===== config.mk =====
export PLATFORM = sky130hd
export DESIGN_NAME = pcsb_core_flat
export DESIGN_NICKNAME = d
export VERILOG_FILES = /design/src/rtl/pcsb_pkg.sv /design/src/rtl/pcsb_if.sv /design/src/rtl/pcsb_core.sv /design/src/flat_wrapper.sv
export SDC_FILE = /design/constraint.sdc
export NUM_CORES = 2
export LEC_CHECK = 0
export ABC_AREA = 1
export BUFFER_PORTS_ARGS = -buffer_cell sky130_fd_sc_hd__buf_2
export CORE_UTILIZATION = 50
export CTS_CLUSTER_SIZE = 20
export DETAILED_ROUTE_END_ITERATION = 8
export PLACE_DENSITY = 0.66
export REMOVE_ABC_BUFFERS = 1
export SYNTH_ARGS = -nofsm -noshare
export SYNTH_HDL_FRONTEND = slang
export SYNTH_SLANG_ARGS = --single-unit

===== constraint.sdc =====
create_clock -name clk_i -period 16.5 [get_ports clk_i]
set_input_delay 3.3 -clock clk_i [delete_from_list [all_inputs] [get_ports clk_i]]
set_output_delay 3.3 -clock clk_i [all_outputs]
set_load 0.005 [all_outputs]

===== src/rtl/pcsb_pkg.sv =====
// types, codes and constants of the scan binner
// no dependencies
package pcsb_pkg;

  // result status codes
  localparam logic [2:0] ST_LOWERED = 3'd0;
  localparam logic [2:0] ST_KEPT    = 3'd1;
  localparam logic [2:0] ST_INVALID = 3'd2;
  localparam logic [2:0] ST_HEIGHT  = 3'd3;
  localparam logic [2:0] ST_NEAR    = 3'd4;
  localparam logic [2:0] ST_FAR     = 3'd5;
  localparam logic [2:0] ST_ANGLE   = 3'd6;
  localparam logic [2:0] ST_READOUT = 3'd7;

  // register indexes
  localparam logic [2:0] REG_MIN_HEIGHT = 3'd0;
  localparam logic [2:0] REG_MAX_HEIGHT = 3'd1;
  localparam logic [2:0] REG_RANGE_MIN  = 3'd2;
  localparam logic [2:0] REG_RANGE_MAX  = 3'd3;
  localparam logic [2:0] REG_ANGLE_MIN  = 3'd4;
  localparam logic [2:0] REG_ANGLE_MAX  = 3'd5;
  localparam logic [2:0] REG_ANGLE_INC  = 3'd6;
  localparam logic [2:0] REG_NO_RETURN  = 3'd7;

  // register reset values
  localparam logic [23:0] RST_MIN_HEIGHT = 24'h800000;
  localparam logic [23:0] RST_MAX_HEIGHT = 24'h7FFFFF;
  localparam logic [23:0] RST_RANGE_MIN  = 24'h000000;
  localparam logic [23:0] RST_RANGE_MAX  = 24'hFFFFFE;
  localparam logic [15:0] RST_ANGLE_MIN  = 16'h8000;
  localparam logic [15:0] RST_ANGLE_MAX  = 16'h7FFF;
  localparam logic [15:0] RST_ANGLE_INC  = 16'd182;
  localparam logic [23:0] RST_NO_RETURN  = 24'hFFFFFF;

  // bin store address width, enough for the largest bin count
  localparam int unsigned BIN_ADDR_W = 12;
  localparam int unsigned CORDIC_STEPS = 18;

  // bin store access from the sequencer
  typedef struct packed {
    logic                  rd_en;
    logic                  wr_en;
    logic [BIN_ADDR_W-1:0] addr;
    logic [23:0]           wr_data;
  } mem_req_t;

  // arctangent of 2^-i in units of pi/2^20
  function automatic logic [18:0] atan_entry(input logic [4:0] i);
    logic [18:0] v;
    case (i)
      5'd0:  v = 19'd262144;
      5'd1:  v = 19'd154753;
      5'd2:  v = 19'd81767;
      5'd3:  v = 19'd41506;
      5'd4:  v = 19'd20834;
      5'd5:  v = 19'd10427;
      5'd6:  v = 19'd5215;
      5'd7:  v = 19'd2608;
      5'd8:  v = 19'd1304;
      5'd9:  v = 19'd652;
      5'd10: v = 19'd326;
      5'd11: v = 19'd163;
      5'd12: v = 19'd81;
      5'd13: v = 19'd41;
      5'd14: v = 19'd20;
      5'd15: v = 19'd10;
      5'd16: v = 19'd5;
      5'd17: v = 19'd3;
      default: v = 19'd0;
    endcase
    return v;
  endfunction

endpackage


===== src/rtl/pcsb_if.sv =====
// channel interfaces of the scan binner: point/command in, result out, config
// no dependencies

interface pcsb_in_if;
  logic               valid;
  logic               ready;
  logic               cmd;
  logic signed [23:0] pos_x;
  logic signed [23:0] pos_y;
  logic signed [23:0] pos_z;
  logic               coord_invalid;
  logic [8:0]         read_bin;
  modport source (output valid, cmd, pos_x, pos_y, pos_z, coord_invalid, read_bin,
                  input ready);
  modport sink   (input valid, cmd, pos_x, pos_y, pos_z, coord_invalid, read_bin,
                  output ready);
endinterface

interface pcsb_out_if;
  logic        valid;
  logic        ready;
  logic [2:0]  status;
  logic [23:0] range_value;
  logic [8:0]  bin_index;
  modport source (output valid, status, range_value, bin_index, input ready);
  modport sink   (input valid, status, range_value, bin_index, output ready);
endinterface

interface pcsb_cfg_if;
  logic        valid;
  logic        ready;
  logic [2:0]  index;
  logic [23:0] data;
  modport source (output valid, index, data, input ready);
  modport sink   (input valid, index, data, output ready);
endinterface


===== src/rtl/pcsb_core.sv =====
// sequencer and shared arithmetic of the scan binner: squares, square root,
// cordic, bin divider, config registers and result register; uses pcsb_pkg
module pcsb_core #(
  parameter int unsigned NUM_BINS = 512
) (
  input  logic               clk_i,
  input  logic               rst_ni,
  pcsb_in_if.sink            in_i,
  pcsb_out_if.source         out_o,
  pcsb_cfg_if.sink           cfg_i,
  output pcsb_pkg::mem_req_t mem_req_o,
  input  logic [23:0]        mem_rd_data_i,
  input  logic               clear_done_i
);
  import pcsb_pkg::*;

  localparam logic [16:0] NB17 = 17'(NUM_BINS);

  // sequencer state codes
  localparam logic [3:0] S_IDLE = 4'd0;
  localparam logic [3:0] S_SQX  = 4'd1;
  localparam logic [3:0] S_SQY  = 4'd2;
  localparam logic [3:0] S_RMIN = 4'd3;
  localparam logic [3:0] S_RMAX = 4'd4;
  localparam logic [3:0] S_SQRT = 4'd5;
  localparam logic [3:0] S_CHK  = 4'd6;
  localparam logic [3:0] S_CORD = 4'd7;
  localparam logic [3:0] S_ANG  = 4'd8;
  localparam logic [3:0] S_DIVN = 4'd9;
  localparam logic [3:0] S_DIVI = 4'd10;
  localparam logic [3:0] S_RD   = 4'd11;
  localparam logic [3:0] S_UPD  = 4'd12;
  localparam logic [3:0] S_DONE = 4'd13;

  logic [3:0] state_q, state_d;
  logic [4:0] cnt_q, cnt_d;

  // config registers
  logic signed [23:0] min_h_q, max_h_q;
  logic [23:0]        rmin_q, rmax_q, noret_q;
  logic signed [15:0] amin_q, amax_q;
  logic [15:0]        inc_q;

  // item registers
  logic               cmd_q;
  logic signed [23:0] x_q, y_q;
  logic [8:0]         rb_q;

  // datapath registers
  logic [47:0]        sq_q, rmin2_q, rmax2_q, rad_q;
  logic [25:0]        rem_q;
  logic [23:0]        root_q;
  logic signed [47:0] cx_q, cy_q;
  logic signed [21:0] cz_q;
  logic               spec_q;
  logic [15:0]        spec_val_q;
  logic signed [17:0] ang_q;
  logic [16:0]        dnum_q, dquo_q, nb_q;
  logic [15:0]        drem_q;
  logic [16:0]        idx_q;
  logic               rb_ok_q;

  // staged and output results
  logic [2:0]  res_status_q;
  logic [23:0] res_range_q;
  logic [8:0]  res_bin_q;
  logic        out_valid_q;
  logic [2:0]  out_status_q;
  logic [23:0] out_range_q;
  logic [8:0]  out_bin_q;

  logic in_acc, out_free;
  assign in_i.ready  = (state_q == S_IDLE) && clear_done_i;
  assign in_acc      = in_i.valid && in_i.ready;
  assign out_free    = !out_valid_q || out_o.ready;
  assign cfg_i.ready = 1'b1;

  // config writes
  always_ff @(posedge clk_i or negedge rst_ni) begin
    if (!rst_ni) begin
      min_h_q <= RST_MIN_HEIGHT;
      max_h_q <= RST_MAX_HEIGHT;
      rmin_q  <= RST_RANGE_MIN;
      rmax_q  <= RST_RANGE_MAX;
      amin_q  <= RST_ANGLE_MIN;
      amax_q  <= RST_ANGLE_MAX;
      inc_q   <= RST_ANGLE_INC;
      noret_q <= RST_NO_RETURN;
    end else if (cfg_i.valid) begin
      case (cfg_i.index)
        REG_MIN_HEIGHT: min_h_q <= cfg_i.data;
        REG_MAX_HEIGHT: max_h_q <= cfg_i.data;
        REG_RANGE_MIN:  rmin_q  <= cfg_i.data;
        REG_RANGE_MAX:  rmax_q  <= cfg_i.data;
        REG_ANGLE_MIN:  amin_q  <= cfg_i.data[15:0];
        REG_ANGLE_MAX:  amax_q  <= cfg_i.data[15:0];
        REG_ANGLE_INC:  inc_q   <= cfg_i.data[15:0];
        REG_NO_RETURN:  noret_q <= cfg_i.data;
        default: ;
      endcase
    end
  end

  // shared squaring multiplier
  logic signed [24:0] mul_op;
  logic signed [49:0] prod;
  logic [47:0]        p48;
  always_comb begin
    case (state_q)
      S_SQX:   mul_op = 25'(x_q);
      S_SQY:   mul_op = 25'(y_q);
      S_RMIN:  mul_op = $signed({1'b0, rmin_q});
      default: mul_op = $signed({1'b0, rmax_q});
    endcase
  end
  assign prod = mul_op * mul_op;
  assign p48  = prod[47:0];

  // square root step, two radicand bits per cycle
  logic [27:0] sq_rsh, sq_trial;
  logic        sq_ge;
  assign sq_rsh   = {rem_q, rad_q[47:46]};
  assign sq_trial = {2'b00, root_q, 2'b01};
  assign sq_ge    = sq_rsh >= sq_trial;

  // folded magnitudes
  logic signed [24:0] xe, ye;
  logic [23:0]        ax, ay;
  assign xe = 25'(x_q);
  assign ye = 25'(y_q);
  assign ax = x_q[23] ? 24'(-xe) : x_q;
  assign ay = y_q[23] ? 24'(-ye) : y_q;

  // cordic vectoring step
  logic signed [47:0] c_dx, c_dy;
  logic signed [21:0] c_at;
  assign c_dx = cy_q >>> cnt_q;
  assign c_dy = cx_q >>> cnt_q;
  assign c_at = $signed({3'b000, atan_entry(cnt_q)});

  // angle rounding, quadrant restore and window
  logic [19:0]        zc, zr;
  logic [15:0]        afold;
  logic signed [17:0] abase, ang, amin18, amax18, span18, off18;
  logic               ang_bad;
  always_comb begin
    if (cz_q < 0) begin
      zc = '0;
    end else if (cz_q > 22'sd524288) begin
      zc = 20'd524288;
    end else begin
      zc = cz_q[19:0];
    end
    zr     = zc + 20'd8;
    afold  = spec_q ? spec_val_q : zr[19:4];
    abase  = x_q[23] ? 18'sd32768 - $signed({2'b00, afold}) : $signed({2'b00, afold});
    ang    = y_q[23] ? -abase : abase;
    amin18 = 18'(amin_q);
    amax18 = 18'(amax_q);
    ang_bad = (ang < amin18) || (ang > amax18);
    span18 = amax18 - amin18;
    off18  = ang_q - amin18;
  end

  // divider step and bin count
  logic [15:0] incd;
  logic [16:0] d_rsh, nb_num;
  logic        d_ge;
  assign incd   = (inc_q == '0) ? 16'd1 : inc_q;
  assign nb_num = span18[16:0] + {1'b0, incd} - 17'd1;
  assign d_rsh  = {drem_q, dnum_q[16]};
  assign d_ge   = d_rsh >= {1'b0, incd};

  // last bin and clamped index
  logic [16:0] nbc, last_bin, idx_cl;
  always_comb begin
    if (nb_q == '0) begin
      nbc = 17'd1;
    end else if (nb_q > NB17) begin
      nbc = NB17;
    end else begin
      nbc = nb_q;
    end
    last_bin = nbc - 17'd1;
    idx_cl   = (dquo_q > last_bin) ? last_bin : dquo_q;
  end

  // bin store access
  always_comb begin
    mem_req_o = '0;
    if (state_q == S_RD) begin
      mem_req_o.rd_en = cmd_q ? ({8'd0, rb_q} < NB17) : 1'b1;
      mem_req_o.addr  = cmd_q ? BIN_ADDR_W'({3'd0, rb_q}) : idx_cl[BIN_ADDR_W-1:0];
    end else if (state_q == S_UPD) begin
      mem_req_o.addr = cmd_q ? BIN_ADDR_W'({3'd0, rb_q}) : idx_q[BIN_ADDR_W-1:0];
      if (cmd_q) begin
        mem_req_o.wr_en   = rb_ok_q;
        mem_req_o.wr_data = noret_q;
      end else begin
        mem_req_o.wr_en   = root_q < mem_rd_data_i;
        mem_req_o.wr_data = root_q;
      end
    end
  end

  // next state
  always_comb begin
    state_d = state_q;
    cnt_d   = cnt_q;
    case (state_q)
      S_IDLE: begin
        cnt_d = '0;
        if (in_acc) begin
          if (in_i.cmd) begin
            state_d = S_RD;
          end else if (in_i.coord_invalid || (in_i.pos_z > max_h_q) ||
                       (in_i.pos_z < min_h_q)) begin
            state_d = S_DONE;
          end else begin
            state_d = S_SQX;
          end
        end
      end
      S_SQX:  state_d = S_SQY;
      S_SQY:  state_d = S_RMIN;
      S_RMIN: state_d = S_RMAX;
      S_RMAX: state_d = S_SQRT;
      S_SQRT: begin
        cnt_d = cnt_q + 5'd1;
        if (cnt_q == 5'd23) begin
          state_d = S_CHK;
          cnt_d   = '0;
        end
      end
      S_CHK: begin
        if ((sq_q < rmin2_q) || (sq_q > rmax2_q)) begin
          state_d = S_DONE;
        end else if ((ay == '0) || (ax == '0)) begin
          state_d = S_ANG;
        end else begin
          state_d = S_CORD;
        end
      end
      S_CORD: begin
        cnt_d = cnt_q + 5'd1;
        if (cnt_q == 5'(CORDIC_STEPS - 1)) begin
          state_d = S_ANG;
          cnt_d   = '0;
        end
      end
      S_ANG:  state_d = ang_bad ? S_DONE : S_DIVN;
      S_DIVN: begin
        cnt_d = cnt_q + 5'd1;
        if (cnt_q == 5'd16) begin
          state_d = S_DIVI;
          cnt_d   = '0;
        end
      end
      S_DIVI: begin
        cnt_d = cnt_q + 5'd1;
        if (cnt_q == 5'd16) begin
          state_d = S_RD;
          cnt_d   = '0;
        end
      end
      S_RD:   state_d = S_UPD;
      S_UPD:  state_d = S_DONE;
      S_DONE: state_d = out_free ? S_IDLE : S_DONE;
      default: state_d = S_IDLE;
    endcase
  end

  always_ff @(posedge clk_i or negedge rst_ni) begin
    if (!rst_ni) begin
      state_q <= S_IDLE;
      cnt_q   <= '0;
    end else begin
      state_q <= state_d;
      cnt_q   <= cnt_d;
    end
  end

  // datapath registers
  always_ff @(posedge clk_i) begin
    case (state_q)
      S_IDLE: begin
        if (in_acc) begin
          cmd_q        <= in_i.cmd;
          x_q          <= in_i.pos_x;
          y_q          <= in_i.pos_y;
          rb_q         <= in_i.read_bin;
          res_range_q  <= '0;
          res_bin_q    <= '0;
          res_status_q <= in_i.coord_invalid ? ST_INVALID : ST_HEIGHT;
        end
      end
      S_SQX: sq_q <= p48;
      S_SQY: sq_q <= sq_q + p48;
      S_RMIN: rmin2_q <= p48;
      S_RMAX: begin
        rmax2_q <= p48;
        rad_q   <= sq_q;
        rem_q   <= '0;
        root_q  <= '0;
      end
      S_SQRT: begin
        rad_q  <= {rad_q[45:0], 2'b00};
        rem_q  <= sq_ge ? 26'(sq_rsh - sq_trial) : sq_rsh[25:0];
        root_q <= {root_q[22:0], sq_ge};
      end
      S_CHK: begin
        res_range_q <= root_q;
        res_status_q <= (sq_q < rmin2_q) ? ST_NEAR : ST_FAR;
        spec_q     <= (ay == '0) || (ax == '0);
        spec_val_q <= (ay == '0) ? 16'd0 : 16'd16384;
        cx_q <= $signed({4'd0, ax, 20'd0});
        cy_q <= $signed({4'd0, ay, 20'd0});
        cz_q <= '0;
      end
      S_CORD: begin
        if (!cy_q[47]) begin
          cx_q <= cx_q + c_dx;
          cy_q <= cy_q - c_dy;
          cz_q <= cz_q + c_at;
        end else begin
          cx_q <= cx_q - c_dx;
          cy_q <= cy_q + c_dy;
          cz_q <= cz_q - c_at;
        end
      end
      S_ANG: begin
        res_status_q <= ST_ANGLE;
        ang_q  <= ang;
        dnum_q <= nb_num;
        drem_q <= '0;
        dquo_q <= '0;
      end
      S_DIVN, S_DIVI: begin
        if ((state_q == S_DIVN) && (cnt_q == 5'd16)) begin
          nb_q   <= {dquo_q[15:0], d_ge};
          dnum_q <= off18[16:0];
          drem_q <= '0;
          dquo_q <= '0;
        end else begin
          dnum_q <= {dnum_q[15:0], 1'b0};
          drem_q <= d_ge ? 16'(d_rsh - {1'b0, incd}) : d_rsh[15:0];
          dquo_q <= {dquo_q[15:0], d_ge};
        end
      end
      S_RD: begin
        idx_q   <= idx_cl;
        rb_ok_q <= {8'd0, rb_q} < NB17;
      end
      S_UPD: begin
        if (cmd_q) begin
          res_status_q <= ST_READOUT;
          res_range_q  <= rb_ok_q ? mem_rd_data_i : noret_q;
          res_bin_q    <= rb_q;
        end else begin
          res_status_q <= (root_q < mem_rd_data_i) ? ST_LOWERED : ST_KEPT;
          res_bin_q    <= idx_q[8:0];
        end
      end
      default: ;
    endcase
  end

  // output register
  always_ff @(posedge clk_i or negedge rst_ni) begin
    if (!rst_ni) begin
      out_valid_q <= 1'b0;
    end else if ((state_q == S_DONE) && out_free) begin
      out_valid_q <= 1'b1;
    end else if (out_o.ready) begin
      out_valid_q <= 1'b0;
    end
  end

  always_ff @(posedge clk_i) begin
    if ((state_q == S_DONE) && out_free) begin
      out_status_q <= res_status_q;
      out_range_q  <= res_range_q;
      out_bin_q    <= res_bin_q;
    end
  end

  assign out_o.valid       = out_valid_q;
  assign out_o.status      = out_status_q;
  assign out_o.range_value = out_range_q;
  assign out_o.bin_index   = out_bin_q;

endmodule


===== src/flat_wrapper.sv =====
// flat-port wrapper written by rule: the top's interface ports become plain ports
module pcsb_core_flat import pcsb_pkg::*;
#(
  parameter int unsigned NUM_BINS = 512
)
  (clk_i, rst_ni, mem_req_o, mem_rd_data_i, clear_done_i, in_i_valid, in_i_cmd, in_i_pos_x, in_i_pos_y, in_i_pos_z, in_i_coord_invalid, in_i_read_bin, in_i_ready, out_o_valid, out_o_status, out_o_range_value, out_o_bin_index, out_o_ready, cfg_i_valid, cfg_i_index, cfg_i_data, cfg_i_ready);
  pcsb_in_if in_i_i ();
  pcsb_out_if out_o_i ();
  pcsb_cfg_if cfg_i_i ();
  input  logic clk_i;
  input  logic rst_ni;
  output pcsb_pkg::mem_req_t mem_req_o;
  input  logic [23:0] mem_rd_data_i;
  input  logic clear_done_i;
  input wire logic [$bits(in_i_i.valid)-1:0] in_i_valid;
  input wire logic [$bits(in_i_i.cmd)-1:0] in_i_cmd;
  input wire logic [$bits(in_i_i.pos_x)-1:0] in_i_pos_x;
  input wire logic [$bits(in_i_i.pos_y)-1:0] in_i_pos_y;
  input wire logic [$bits(in_i_i.pos_z)-1:0] in_i_pos_z;
  input wire logic [$bits(in_i_i.coord_invalid)-1:0] in_i_coord_invalid;
  input wire logic [$bits(in_i_i.read_bin)-1:0] in_i_read_bin;
  output wire logic [$bits(in_i_i.ready)-1:0] in_i_ready;
  output wire logic [$bits(out_o_i.valid)-1:0] out_o_valid;
  output wire logic [$bits(out_o_i.status)-1:0] out_o_status;
  output wire logic [$bits(out_o_i.range_value)-1:0] out_o_range_value;
  output wire logic [$bits(out_o_i.bin_index)-1:0] out_o_bin_index;
  input wire logic [$bits(out_o_i.ready)-1:0] out_o_ready;
  input wire logic [$bits(cfg_i_i.valid)-1:0] cfg_i_valid;
  input wire logic [$bits(cfg_i_i.index)-1:0] cfg_i_index;
  input wire logic [$bits(cfg_i_i.data)-1:0] cfg_i_data;
  output wire logic [$bits(cfg_i_i.ready)-1:0] cfg_i_ready;
  assign in_i_i.valid = in_i_valid;
  assign in_i_i.cmd = in_i_cmd;
  assign in_i_i.pos_x = in_i_pos_x;
  assign in_i_i.pos_y = in_i_pos_y;
  assign in_i_i.pos_z = in_i_pos_z;
  assign in_i_i.coord_invalid = in_i_coord_invalid;
  assign in_i_i.read_bin = in_i_read_bin;
  assign in_i_ready = in_i_i.ready;
  assign out_o_valid = out_o_i.valid;
  assign out_o_status = out_o_i.status;
  assign out_o_range_value = out_o_i.range_value;
  assign out_o_bin_index = out_o_i.bin_index;
  assign out_o_i.ready = out_o_ready;
  assign cfg_i_i.valid = cfg_i_valid;
  assign cfg_i_i.index = cfg_i_index;
  assign cfg_i_i.data = cfg_i_data;
  assign cfg_i_ready = cfg_i_i.ready;
  pcsb_core #(.NUM_BINS(NUM_BINS)) u_core (.clk_i(clk_i), .rst_ni(rst_ni), .in_i(in_i_i), .out_o(out_o_i), .cfg_i(cfg_i_i), .mem_req_o(mem_req_o), .mem_rd_data_i(mem_rd_data_i), .clear_done_i(clear_done_i));
endmodule

==> impl_metrics.toml <==
[run_status]
status = "finished, final reports clean"

[cts]
cts_made_buffers = 91
tritoncts = "built"
cts-htree-levels = 3
clkSlewWorstSetupHoldPaths_ps = 60
cts.repair.resized = 0
clk_latency_ps = 750
cts_setup_buffers = 0
ctsRootBufferMaster = "clkbuf_16"
postCtsHoldBufs = 0
ctsLongestPathBuffers = 3
cts_sinks = 764

[critical_path]
crit_slowest_cell = "clkinv_1"
worstRegToRegCells = 48
path_class = "flip-flop to flip-flop"
worst_setup_path_start_kind = "flip-flop"
path_common_cell = "inv_1"
reg2reg_setup_slack_ps = 3590
crit_arrival_ps = 13340
timing.rr.start = "u_core.state_q[3]"
worstPathRequired_ps = 16920
r2r-end = "u_core.sq_q[45]"
slowest_delay_ps = 860
critPathMaxFanout = 51
cp-end-kind = "flip-flop"

[logic_synthesis]
synthTopCellsByCount = "nand2_1 (1954), inv_1 (1763), nor2_1 (904), o21ai_0 (654)"
ys_top_cells_by_area = "edfxtp_1 (22%), fa_1 (16%), ha_1 (9.7%), nand2_1 (9.3%), inv_1 (8.4%)"
synth-edff-count = 586
yosys.area_share.simple_pct = 18.2
synthAdderAreaFrac_pct = 25.4
async_reset_ff_share_pct = 23.3
yosysMostFrequentCell = "nand2_1"
synthXorXnorAreaFrac_pct = 3.61
synthCells = 9830
syn_area_mm2 = 0.0785
yosys.area.top_type = "edfxtp_1"
synthDistinctLibCells = 75
synth_compound_area_share_pct = 13.7
synth.area.mux_share_pct = 0.665
post-synth-top-area-fraction_pct = 22.4
ys_seq_area_share_pct = 28.3
ys_seq_elements = 764
synth_top_family_by_area = "adder cells"
syn_avg_cell_area_um2 = 7.98
synth_warnings = 0
yosys_most_used_dff = "edfxtp_1"

[sta]
fin_crit_ps = 12910
max_freq_mhz = 77.5
relSlewSlack_pct = 22.4
setup_tns_ps = 0
min_period_over_period_pct = 78.2
worst_pin_slew_ps = 1160
fin_skew_ps = 63.8
finalHoldViolations = 0
rsz0062_at_grt = "no"
setup_viol = 0
finalMaxSlewViolations = 0

[layout]
fin_nets = 11300
drive_above_1_share_pct = 7.19
synthToLayoutAreaGrowth_pct = 8.07
n_fill_cell = 14700
design_area_mm2 = 0.0848

[place]
dpl.hpwl_mm = 224
place_area_mm2 = 0.0816
portBuffers = 215
place.gp.congestion = 1.02

[die]
die_h_um = 398
start_util_pct = 50.6
coreArea_mm2 = 0.155
die_area_mm2 = 0.158
io_pins = 217
dieWidth_um = 398
rows = 144

[global_route]
grt_pass1_wl_mm = 411
grt.overflow.total = 0
grt.total_usage_pct = 34.5
globalRoute.busiestLayer = "met2"
grt_max_degree = 108
use_met3_pct = 5.11
grt.met2_usage_pct = 55.1
grt_pass1_vias = 67200
antenna_found_initial = 26
met1_usage_pct = 46.6

[worst_hold_path]
min_from = "u_core.res_range_q[3]"
hold_end = "u_core.out_o.range_value[3]"
hold_path_class = "flip-flop to flip-flop"
min_path_cells = 0

[flow_run]
drv_cap = 0

[detailed_routing]
post_drt_wl_per_cell_um = 22.9
drc = 0
drt_wl_total_mm = 276
via_per_inst = 5.69
dr.pass1.iters = 6
antenna_left = 0
first_iter_violations = 6839
vias = 68800
==> worst max path at each step <==
stage / start / to / slack, ps / cells past startpoint
2_1_floorplan: u_core.state_q[3] / u_core.sq_q[45] / 4560 / 44
3_3_place_gp: u_core.state_q[2] / u_core.sq_q[43] / 3980 / 38
3_5_place_dp: u_core.state_q[2] / u_core.sq_q[43] / 3870 / 41
4_1_cts: u_core.state_q[3] / u_core.sq_q[43] / 3800 / 41
5_1_grt: u_core.state_q[2] / u_core.sq_q[45] / 2860 / 46
6_report: u_core.state_q[3] / u_core.sq_q[45] / 3590 / 48
==> state kept, by name, indices dropped and copies added (netlist names), 26 cells and up <==
signal / count
u_core.rad_q: 48
u_core.cy_q: 48
u_core.rmax2_q: 47
u_core.rem_q: 26
u_core.sq_q: 48
u_core.cx_q: 48
u_core.rmin2_q: 47
==> per-stage QoR <==
stage                     hold slack [ps]  instances  setup slack [ps]  utilization (%)
final                                 413      12100              3590             54.7
after global routing                  425      12100              2860             54.7
after CTS                             414      12100              3800             54.7
after detailed placement              405      11900              3870             52.7
after global placement                403      11900              3980             52.7
after floorplan                       400       9562              4560                -
==> cells by family (layout without fill, tap and decap cells) <==
| logic type | after synthesis | count (layout) |
|---|---|---|
| buffers and inverters | 2068 | 2257 |
| adder cells (fa/ha/maj) | 1223 | 1223 |
| AO/OA/AOI/OAI | 1910 | 1910 |
| XOR/XNOR | 323 | 323 |
| AND/OR/NAND/NOR | 3489 | 3489 |
| multiplexers | 52 | 52 |
| flip-flops | 764 | 764 |
| other | 1 | 21 |
==> cell type report <==
cell class | instances | area [um2] | share of cell area (%)
Multi-Input combinational cell | 7002 | 48500 | 57.1
Sequential cell | 764 | 22200 | 26.2
Inverter | 1796 | 6750 | 7.96
Tap cell | 2044 | 2560 | 3.02
Clock buffer | 121 | 2490 | 2.94
Timing Repair Buffer | 293 | 1670 | 1.97
Clock inverter | 47 | 651 | 0.767
Antenna cell | 16 | 40.0 | 0.0472
==> layer usage <==
layer  vias to the layer above  share of wire [%]
met2                      2821                 45
met3                       584                7.9
met5                         -              0.020
li1                      32200                  -
met1                     33200                 42
met4                         8                4.8
==> worst max-delay path, delay by kind of cell, from the launching register on <==
family	cells	cell delay [ps]
xor gates and xnor gates	1	440
DFF	1	410
buffers and inverters	13	2690
and+or+nand+nor	15	2810
AOI/OAI and AO/OA	10	1960
adders and majority gates	9	4180
==> layout by cell type, fill, tap and decap left out, types with 88 or more instances in the layout <==
| cell type | n |
|---|---|
| nor2_1 | 891 |
| o21ai_0 | 654 |
| edfxtp_1 | 586 |
| a31oi_1 | 88 |
| xor2_1 | 216 |
| a21oi_1 | 612 |
| buf_2 | 214 |
| nand3_1 | 288 |
| clkbuf_16 | 92 |
| dfstp_2 | 92 |
| o21ai_1 | 160 |
| fa_1 | 612 |
| nand2_1 | 1954 |
| xnor2_1 | 107 |
| inv_1 | 1758 |
| ha_1 | 611 |
| nand4_1 | 91 |
Power is left out: the tool's default activity adds up to more than one toggle a clock period on the data nets, which glitch-free logic cannot reach.
